**src/rtl/ipq_fifo.sv**
```systemverilog
// ----------------------------------------------------------------------------
// ipq_fifo
// Two-entry queue that decouples the sides of the priority queue.
// ----------------------------------------------------------------------------
module ipq_fifo #(
  parameter int unsigned WIDTH = 8
) (
  input  logic             clk_i,
  input  logic             rst_ni,
  input  logic             push_i,
  input  logic [WIDTH-1:0] data_i,
  output logic             full_o,
  input  logic             pop_i,
  output logic [WIDTH-1:0] data_o,
  output logic             empty_o
);

  logic [WIDTH-1:0] mem_q [2];
  logic             wp_q, wp_d, rp_q, rp_d;
  logic [1:0]       cnt_q, cnt_d;
  logic             do_push, do_pop;

  assign full_o  = (cnt_q == 2'd2);
  assign empty_o = (cnt_q == 2'd0);
  assign data_o  = mem_q[rp_q];
  assign do_push = push_i && !full_o;
  assign do_pop  = pop_i && !empty_o;

  always_comb begin
    wp_d  = do_push ? !wp_q : wp_q;
    rp_d  = do_pop ? !rp_q : rp_q;
    cnt_d = cnt_q + 2'(do_push) - 2'(do_pop);
  end

  always_ff @(posedge clk_i or negedge rst_ni) begin
    if (!rst_ni) begin
      wp_q  <= 1'b0;
      rp_q  <= 1'b0;
      cnt_q <= 2'd0;
    end else begin
      wp_q  <= wp_d;
      rp_q  <= rp_d;
      cnt_q <= cnt_d;
    end
  end

  always_ff @(posedge clk_i) begin
    if (do_push) begin
      mem_q[wp_q] <= data_i;
    end
  end

endmodule

```
**config.mk**
```make
export PLATFORM = sky130hd
export DESIGN_NAME = ipq_fifo
export DESIGN_NICKNAME = d
export VERILOG_FILES = /design/src/rtl/ipq_fifo.sv
export SDC_FILE = /design/constraint.sdc
export NUM_CORES = 1
export LEC_CHECK = 0
export BUFFER_PORTS_ARGS = -buffer_cell sky130_fd_sc_hd__buf_2
export CAP_MARGIN = 20
export CORE_MARGIN = 4
export CORE_UTILIZATION = 25
export DETAILED_ROUTE_END_ITERATION = 7
export GPL_ROUTABILITY_DRIVEN = 1
export PLACE_DENSITY = 0.46
export SYNTH_ARGS = -nofsm -noshare
export SYNTH_HDL_FRONTEND = slang
export SYNTH_SLANG_ARGS = --single-unit
```
**constraint.sdc**
```tcl
create_clock -name clk_i -period 1.9 [get_ports clk_i]
set_clock_uncertainty 0.15 [all_clocks]
set_input_delay 0.19 -clock clk_i [delete_from_list [all_inputs] [get_ports clk_i]]
set_output_delay 0.19 -clock clk_i [all_outputs]
set_load 0.01 [all_outputs]
```
==> impl_metrics.csv <==
group,metric,value,unit
sta,setup_tns,0,ns
final_layout,area_delta_synth_final,38.23,%
power_and_ir_drop,leakage,0.0004446,µW
placed_design,hpwl,988.9,µm
sta,fin_crit_sh,93.37,%
routing,first_pass_iters,2,
clock_tree,clkSinkCount,20,
routing,drc,0,
setup_path,r2r_start,"cnt_q[1]",
clock_tree,cts_made_buffers,3,
sta,holdWs,0.06650,ns
placed_design,portBuffers,21,
final_layout,fin_cells,109,
logic_synthesis,synth-seq-cells,20,
sta,maxSlewHeadroom,72.00,%
power_and_ir_drop,vdd_ir_drop_max,581.3,µV
routing,routed_via_density,4.183,
logic_synthesis,synth_cell_types,13,
logic_synthesis,synth_top_area_cell,"edfxtp_1",
sta,grt_setup_unrepaired,"no",
clock_tree,clk_root_buffer_cell,"clkbuf_4",
floorplanning,die_y,63.71,µm
power_and_ir_drop,p_per_area,1418,mW/mm²
routing,wl_per_cell,12.23,µm
sta,min_period,1.774,ns
status,status,"complete, no violations",
sta,hold_viol,0,
final_layout,seq_area,580.6,µm²
global_route,grt_pass1_wl,2.263,mm
logic_synthesis,synth_fp_nets,57,
clock_tree,clkTransAtPathRegs,0.10,ns
routing,wl,1.333,mm
global_route,antenna_found_initial,0,
final_layout,nFillCells,274,
logic_synthesis,synth-warning-count,0,
placed_design,place_congestion,0.6187,
logic_synthesis,netlist_area,775.7,µm²
setup_path,reg2reg_to,"cnt_q[1]",
routing,ant_nets,0,
logic_synthesis,synth_cells,43,
sta,finalSetupViolCount,0,
hold_path,hp-class,"in -> async",
final_layout,multi_input_area,182.7,µm²
sta,tightest_slew,0.4200,ns
sta,setup_ws,0.1260,ns
final_layout,antenna_cells,0,
floorplanning,io_pins,22,
clock_tree,clock_latency,0.29,ns
floorplanning,core_region_area,0.002853,mm²
setup_path,cp.required,1.56,ns
clock_tree,post_cts_resized,0,
setup_path,worstSetupPathType,"reg -> out",
floorplanning,die-area,0.004058,mm²
logic_synthesis,yosys-top-cells-area,"edfxtp_1, dfrtp_1, mux2_2, xnor2_1, ha_1",
setup_path,cp_max_fo,9,
setup_path,cp.arrival,1.43,ns
setup_path,startpoint_type,"register",
global_route,track_usage,7.492,%
final_layout,nets,93,
floorplanning,num_rows,19,
floorplanning,start_util,27.19,%
placed_design,dpl.cell_count,96,
global_route,grt_max_degree,13,
routing,drtIter0Drc,7,
global_route,grt_overflow,0,
logic_synthesis,syn_avg_cell_area,18.04,µm²
clock_tree,cts_buffer_depth,2,
logic_synthesis,netlist.area_leader.share,61.94,%
clock_tree,htreeDepth,1,
job,drv_cap,0,
sta,max_clock_freq,563.7,MHz
setup_path,rrSetupSlack,0.23,ns
routing,vias,456,
clock_tree,cts_tree,"yes",
logic_synthesis,seq_area_frac_synth,74.84,%
placed_design,dp_worst_setup_slack,0.2306,ns
final_layout,fin_util,37.59,%
final_layout,drive_gt1_share,46.15,%
setup_path,ff2ff_path_depth,7,
global_route,grt_pass1_vias,524,
floorplanning,die_x,63.71,µm
setup_path,cp-end-kind,"output port",
sta,slew_viol_final,0,
clock_tree,post_cts_buffers,0,
power breakdown:
| group | total (µW) | internal (µW) | switching [µW] |
|---|---|---|---|
| clock network | 337 | 213 | 124 |
| logic | 490 | 262 | 228 |
| registers | 694 | 612 | 81.2 |
registers in the layout (all words and copies together) (netlist names):
register,cells
mem_q,16
cnt_q,2
wp_q,1
rp_q,1
final cells by class:
type	count	area share (%)
sequential	20	54.14
timing repair buffer	32	19.60
multi-input combinational	20	17.04
tap	31	3.617
clock inverter	1	2.800
clock buffer	3	2.100
inverter	2	0.7001
through the flow:
stage / cell area [µm²] / power [µW]
2_1_floorplan: 775.7 / 1006
3_3_place_gp: 929.6 / 1179
3_5_place_dp: 929.6 / 1196
4_1_cts: 1072 / 1554
5_1_grt: 1072 / 1633
6_report: 1072 / 1521
synthesized netlist by cell type:
cell	instances
xnor2_1	3
buf_2	1
mux2_2	8
xor2_1	1
dfrtp_1	4
inv_1	2
nand2_1	1
nand2b_1	1
and3_1	1
nor2b_2	1
edfxtp_1	16
ha_1	2
nor2_1	2
routing by layer:
layer / GRT usage (%) / vias up / routed length, µm
met2: 14.08 / 14 / 715
met4: 2.426 / 0 / 9
met5: 0 / - / 0
met3: 3.375 / 2 / 70
li1: - / 225 / -
met1: 7.206 / 215 / 537
what timing repair did:
| item | CTS | global route |
|---|---|---|
| setup endpoints to repair | 0 | 0 |
| hold buffers | 9 | 0 |
| hold endpoints to repair | 20 | 0 |
logic make-up (layout without fill, tap and decap cells):
group                      after synthesis  in the layout  share of synthesized area [%]
xor gates and xnor gates                 4              4                          4.517
adders and majority gates                2              2                          3.225
muxes                                    8              8                          11.61
buffers and inverters                    3             38                          1.613
and+or+nand+nor                          6              6                          4.195
DFF                                     20             20                          74.84
layout by cell type (no fill, tap or decap):
master,count
and3_1,1
buf_2,21
buf_4,2
bufinv_16,1
clkbuf_4,3
dfrtp_1,4
dlygate4sd3_1,9
edfxtp_1,16
ha_1,2
inv_1,2
mux2_2,8
nand2_1,1
nand2b_1,1
nor2_1,2
nor2b_2,1
xnor2_1,3
xor2_1,1
critical path: stages (launching register included):
cell	delay, ns
dfrtp_1	0.61
mux2_2	0.39
buf_2	0.14
worst max path at each step:
stage / to / start / slack [ns] / cells past startpoint
2_1_floorplan: cnt_q[1] / cnt_q[1] / 0.20 / 7
3_3_place_gp: cnt_q[1] / cnt_q[1] / 0.25 / 7
3_5_place_dp: cnt_q[1] / cnt_q[1] / 0.23 / 7
4_1_cts: data_o[1] / rp_q / 0.11 / 2
5_1_grt: data_o[2] / rp_q / 0.05 / 2
6_report: data_o[1] / rp_q / 0.13 / 2
No activity file was read; power rests on OpenSTA's default activity.
