[config.mk]
export PLATFORM = sky130hd
export DESIGN_NAME = ipq_front
export DESIGN_NICKNAME = d
export VERILOG_FILES = /design/src/rtl/ipq_pkg.sv /design/src/rtl/ipq_fifo.sv /design/src/rtl/ipq_front.sv
export SDC_FILE = /design/constraint.sdc
export NUM_CORES = 1
export LEC_CHECK = 0
export ABC_CLOCK_PERIOD_IN_PS = 2350
export BUFFER_PORTS_ARGS = -buffer_cell sky130_fd_sc_hd__buf_2
export CAP_MARGIN = 20
export CORE_ASPECT_RATIO = 0.9
export CORE_MARGIN = 4
export CORE_UTILIZATION = 47
export DETAILED_ROUTE_END_ITERATION = 7
export HOLD_SLACK_MARGIN = 0.06
export PLACE_DENSITY = 0.87
export SETUP_SLACK_MARGIN = 0.02
export SYNTH_ARGS = -nofsm -noshare
export SYNTH_HDL_FRONTEND = slang
export SYNTH_HIERARCHICAL = 1
export SYNTH_SLANG_ARGS = --single-unit
[constraint.sdc]
create_clock -name clk_i -period 2.35 [get_ports clk_i]
set_input_delay 0.3525 -clock clk_i [delete_from_list [all_inputs] [get_ports clk_i]]
set_output_delay 0.3525 -clock clk_i [all_outputs]
set_load 0.03 [all_outputs]
[src/rtl/ipq_pkg.sv]
// ----------------------------------------------------------------------------
// ipq_pkg
// Shared types, codes and defaults of the indexed priority queue.
// ----------------------------------------------------------------------------
package ipq_pkg;

  localparam int unsigned CAPACITY_DEF  = 1024;
  localparam int unsigned ID_SPACE_DEF  = 4096;
  localparam int unsigned PRI_BITS_DEF  = 16;

  localparam int unsigned ID_FW     = 12;
  localparam int unsigned PRI_FW    = 16;
  localparam int unsigned CNT_FW    = 11;
  localparam int unsigned STATUS_FW = 3;
  localparam int unsigned CFG_AW    = 3;

  typedef enum logic [1:0] {
    OP_INSERT  = 2'd0,
    OP_REMOVE  = 2'd1,
    OP_TOGGLE  = 2'd2,
    OP_DEQUEUE = 2'd3
  } op_e;

  typedef enum logic [STATUS_FW-1:0] {
    ST_OK       = 3'd0,
    ST_FULL     = 3'd1,
    ST_EMPTY    = 3'd2,
    ST_NOTFOUND = 3'd3,
    ST_DUP      = 3'd4
  } status_e;

  typedef enum logic [3:0] {
    S_CLEAR,
    S_IDLE,
    S_LOOK,
    S_DQ,
    S_LOAD,
    S_UP,
    S_UPC,
    S_DN,
    S_DNL,
    S_DNR,
    S_FIN,
    S_RES
  } eng_state_e;

  typedef struct packed {
    op_e               op;
    logic [ID_FW-1:0]  id;
    logic [PRI_FW-1:0] pri;
    logic              tk;
    logic              in_space;
  } req_t;

  typedef struct packed {
    status_e           status;
    logic [ID_FW-1:0]  id;
    logic [PRI_FW-1:0] pri;
    logic              tk;
    logic [CNT_FW-1:0] count;
  } res_t;

endpackage

[src/rtl/ipq_fifo.sv]
// ----------------------------------------------------------------------------
// ipq_fifo
// Two-entry queue that decouples the sides of the priority queue.
// ----------------------------------------------------------------------------
module ipq_fifo #(
  parameter int unsigned WIDTH = 8
) (
  input  logic             clk_i,
  input  logic             rst_ni,
  input  logic             push_i,
  input  logic [WIDTH-1:0] data_i,
  output logic             full_o,
  input  logic             pop_i,
  output logic [WIDTH-1:0] data_o,
  output logic             empty_o
);

  logic [WIDTH-1:0] mem_q [2];
  logic             wp_q, wp_d, rp_q, rp_d;
  logic [1:0]       cnt_q, cnt_d;
  logic             do_push, do_pop;

  assign full_o  = (cnt_q == 2'd2);
  assign empty_o = (cnt_q == 2'd0);
  assign data_o  = mem_q[rp_q];
  assign do_push = push_i && !full_o;
  assign do_pop  = pop_i && !empty_o;

  always_comb begin
    wp_d  = do_push ? !wp_q : wp_q;
    rp_d  = do_pop ? !rp_q : rp_q;
    cnt_d = cnt_q + 2'(do_push) - 2'(do_pop);
  end

  always_ff @(posedge clk_i or negedge rst_ni) begin
    if (!rst_ni) begin
      wp_q  <= 1'b0;
      rp_q  <= 1'b0;
      cnt_q <= 2'd0;
    end else begin
      wp_q  <= wp_d;
      rp_q  <= rp_d;
      cnt_q <= cnt_d;
    end
  end

  always_ff @(posedge clk_i) begin
    if (do_push) begin
      mem_q[wp_q] <= data_i;
    end
  end

endmodule

[src/rtl/ipq_front.sv]
// ----------------------------------------------------------------------------
// ipq_front
// Request intake: classifies each request and queues it for the engine.
// ----------------------------------------------------------------------------
module ipq_front #(
  parameter int unsigned ID_SPACE = 4096
) (
  input  logic                     clk_i,
  input  logic                     rst_ni,
  input  logic                     push_i,
  input  logic [1:0]               req_type_i,
  input  logic [ipq_pkg::ID_FW-1:0]  entry_id_i,
  input  logic [ipq_pkg::PRI_FW-1:0] entry_priority_i,
  input  logic                     entry_takeaway_i,
  output logic                     full_o,
  output logic                     req_valid_o,
  output ipq_pkg::req_t            req_o,
  input  logic                     req_pop_i
);
  import ipq_pkg::*;

  req_t req_in;
  logic q_empty;

  always_comb begin
    req_in.op       = op_e'(req_type_i);
    req_in.id       = entry_id_i;
    req_in.pri      = entry_priority_i;
    req_in.tk       = entry_takeaway_i;
    req_in.in_space = (32'(entry_id_i) < ID_SPACE);
  end

  ipq_fifo #(.WIDTH($bits(req_t))) u_reqq (
    .clk_i   (clk_i),
    .rst_ni  (rst_ni),
    .push_i  (push_i),
    .data_i  (req_in),
    .full_o  (full_o),
    .pop_i   (req_pop_i),
    .data_o  (req_o),
    .empty_o (q_empty)
  );

  assign req_valid_o = !q_empty;

endmodule

==> impl_results.md <==
- Worst reg2reg setup slack: 0.75 ns
- Post-synthesis cell type count: 16
- Drc violations: 0
- GR Overflow Total: 0
- Drt first pass iters: 3
- Gpl congestion: 0.669
- Chip width: 87.5 µm
- Port buffer count: 68
- CTS clk-pin slew, worst paths: 0.07 ns
- WP data required: 2.00 ns
- PwrDens: 1350 nW/µm²
- First-pass GRT wire length: 6.50 mm
- Final Instance Area: 3280 µm²
- Worst Hold End: u_reqq/mem_q[1][30]$_DFFE_PP_
- Slowest CP cell: dfrtp_2
- Post-synthesis sequential area ratio: 75.7%
- Flops & latches, synth: 68
- Io pins: 69
- Post-CTS sizing: 0
- GRT Util Overall: 13.2%
- Crit path max fanout: 20
- Max-cap violations: 0
- P&R area growth vs syn: 22.7%
- Initial antenna violation count: 0
- Die Footprint: 6950 µm²
- Slowest stage delay, CP: 0.35 ns
- Sink Count: 68
- CP endpoint kind: output port
- Hold Crit Class: in2reg
- Pins over their slew limit: 0
- Synthesized area: 2670 µm²
- Placed inst area: 3090 µm²
- Hold path start: req_type_i[0]
- Synth area leader: edfxtp_1
- Nets: 239
- Clk_lat worst skew: 0.33 ns
- Final Critical Period: 1.89 ns
- Worst vdd ir: 0.755 mV
- HPWL after DPL: 2.95 mm
- Largest net degree at the start of global routing: 21
- Root buffer cell: clkbuf_8
- Starting Density: 49.6%
- Synth area leaders: edfxtp_1 72%, mux2_4 16%, dfrtp_1 3.7%, buf_12 2.2%, mux2_2 1.3%
- WHS: 0.206 ns
- CTS tree: yes
- Endpoints failing hold: 0
- Data arrival time of the worst path: 1.54 ns
- # rows: 25
- Setup crit start kind: flip-flop
- Vias in the first global route: 1367
- Static Leak: 1.35 nW
- Max Freq: 0.529 GHz
- Layout cells sized above 1: 59.2%
- Hold Buf Count CTS: 1
- Worst-path cell chain: buf_4, mux2_4, buf_2
- Clk_skew: 0.00183 ns
- Synth warnings: 6
- Layout Utilization: 60.9%
- H-Tree Level Count: 3
- Detailed-route via count: 1296
- Postcts setup bufs: 0
- RSZ-0062 raised after global routing: false
- Status: finished, final reports clean
- Setup TNS Final: 0 ns
- Wire length per cell: 15.2 µm
- TritonCTS Buffers: 9
- Worst Hold Path Cells: 1
- FF-to-FF End: u_reqq/mem_q[0][29]$_DFFE_PP_
- Final period util: 80.4%
- Via-to-Cell Ratio: 4.75
- Fillers: 401
- Cells after synthesis: 120
- Initial DRC Count: 46
- Setup violations, final: 0
- Synth top area share: 72.0%
- Max Buffers Root-to-Sink: 2
- FF-to-FF path depth: 4
- Avg Cell Area, Syn: 22.3 µm²
- Core Area: 5380 µm²
- Ant diodes: 0
- Antenna-violating nets left: 0
- Routed WL: 4.15 mm
- Die Y: 79.5 µm
- CP Class: reg2out
- Critical R2R Launch: u_reqq/cnt_q[1]$_DFF_PN0_
[Yosys cell counts]
master and number:
buf_12 3, mux2_4 29, dfrtp_1 4, xor2_1 1, nor2b_2 1, xnor2_1 3, inv_1 3, conb_1 1
buf_6 1, nand2b_1 1, edfxtp_1 64, nor2_1 2, mux2_2 3, ha_1 2, nand2_1 1, and3_1 1
[per-layer routing]
layer	routed length, µm	vias up	track usage (%)
met3	449	7	7.74
li1	-	624	-
met1	1650	607	14.5
met5	0	-	0
met4	63	0	5.06
met2	1990	58	21.0
[layout make-up]
type | count | area, µm² | area share (%)
Sequential cell | 68 | 2020 | 61.7
Multi-Input combinational cell | 46 | 577 | 17.6
Timing Repair Buffer | 74 | 400 | 12.2
Clock buffer | 10 | 128 | 3.89
Tap cell | 67 | 83.8 | 2.56
Clock inverter | 5 | 53.8 | 1.64
Inverter | 3 | 11.3 | 0.344
[flip-flops by register name, summed over array words and instances, names as in the netlist]
| name | flops |
|---|---|
| u_reqq/mem_q | 64 |
| u_reqq/wp_q | 1 |
| u_reqq/cnt_q | 2 |
| u_reqq/rp_q | 1 |
[metrics by stage]
step	worst slack [ns]	instances	total power, mW
finish	0.461	273	4.41
global route	0.378	273	4.65
CTS	0.415	273	4.49
detailed placement	0.728	257	3.59
global placement	0.776	257	3.55
floorplan	0.504	121	3.24
[worst max-delay path by stage]
| stage | from | to | slack, ns | depth (start not counted) |
|---|---|---|---|---|
| after floorplan | u_reqq/cnt_q[1]$_DFF_PN0_ | u_reqq/mem_q[0][0]$_DFFE_PP_ | 0.50 | 3 |
| after global placement | u_reqq/cnt_q[1]$_DFF_PN0_ | u_reqq/mem_q[0][30]$_DFFE_PP_ | 0.78 | 4 |
| after detailed placement | u_reqq/cnt_q[1]$_DFF_PN0_ | u_reqq/mem_q[0][31]$_DFFE_PP_ | 0.73 | 4 |
| after CTS | u_reqq/rp_q$_DFFE_PN0P_ | req_o[21] | 0.42 | 3 |
| after global routing | u_reqq/rp_q$_DFFE_PN0P_ | req_o[20] | 0.38 | 3 |
| final | u_reqq/rp_q$_DFFE_PN0P_ | req_o[21] | 0.46 | 3 |
[worst max-delay path: cells and delay by family (launching register included)]
kind | cells | cell delay, ns
mux | 1 | 0.33
buf+inv | 2 | 0.52
flops | 1 | 0.35
[power breakdown]
part           leakage (nW)  total, mW  switching [mW]  internal [mW]
combinational         0.618       1.79            1.07          0.718
sequential            0.640       1.75          0.0868           1.66
clock                0.0959      0.871           0.391          0.480
[kinds of logic (layout without fill, tap and decap cells)]
| group | after synthesis | in the layout | share of synthesized area, % |
|---|---|---|---|
| AND/OR/NAND/NOR | 6 | 6 | 1.22 |
| buffers and inverters | 7 | 92 | 3.09 |
| flip-flops | 68 | 68 | 75.7 |
| adder cells (fa/ha/maj) | 2 | 2 | 0.937 |
| XOR/XNOR | 4 | 4 | 1.31 |
| other | 1 | 2 | 0.140 |
| multiplexers | 32 | 32 | 17.6 |
[cells in the final DEF, fill, tap and decap left out, types with 2 or more instances in the layout]
master,count
edfxtp_1,64
xnor2_1,3
dfrtp_1,3
inv_1,3
conb_1,2
buf_2,68
ha_1,2
clkinv_2,3
buf_4,4
clkbuf_8,9
mux2_4,29
mux2_2,3
Power figures use the tool's default switching activity.
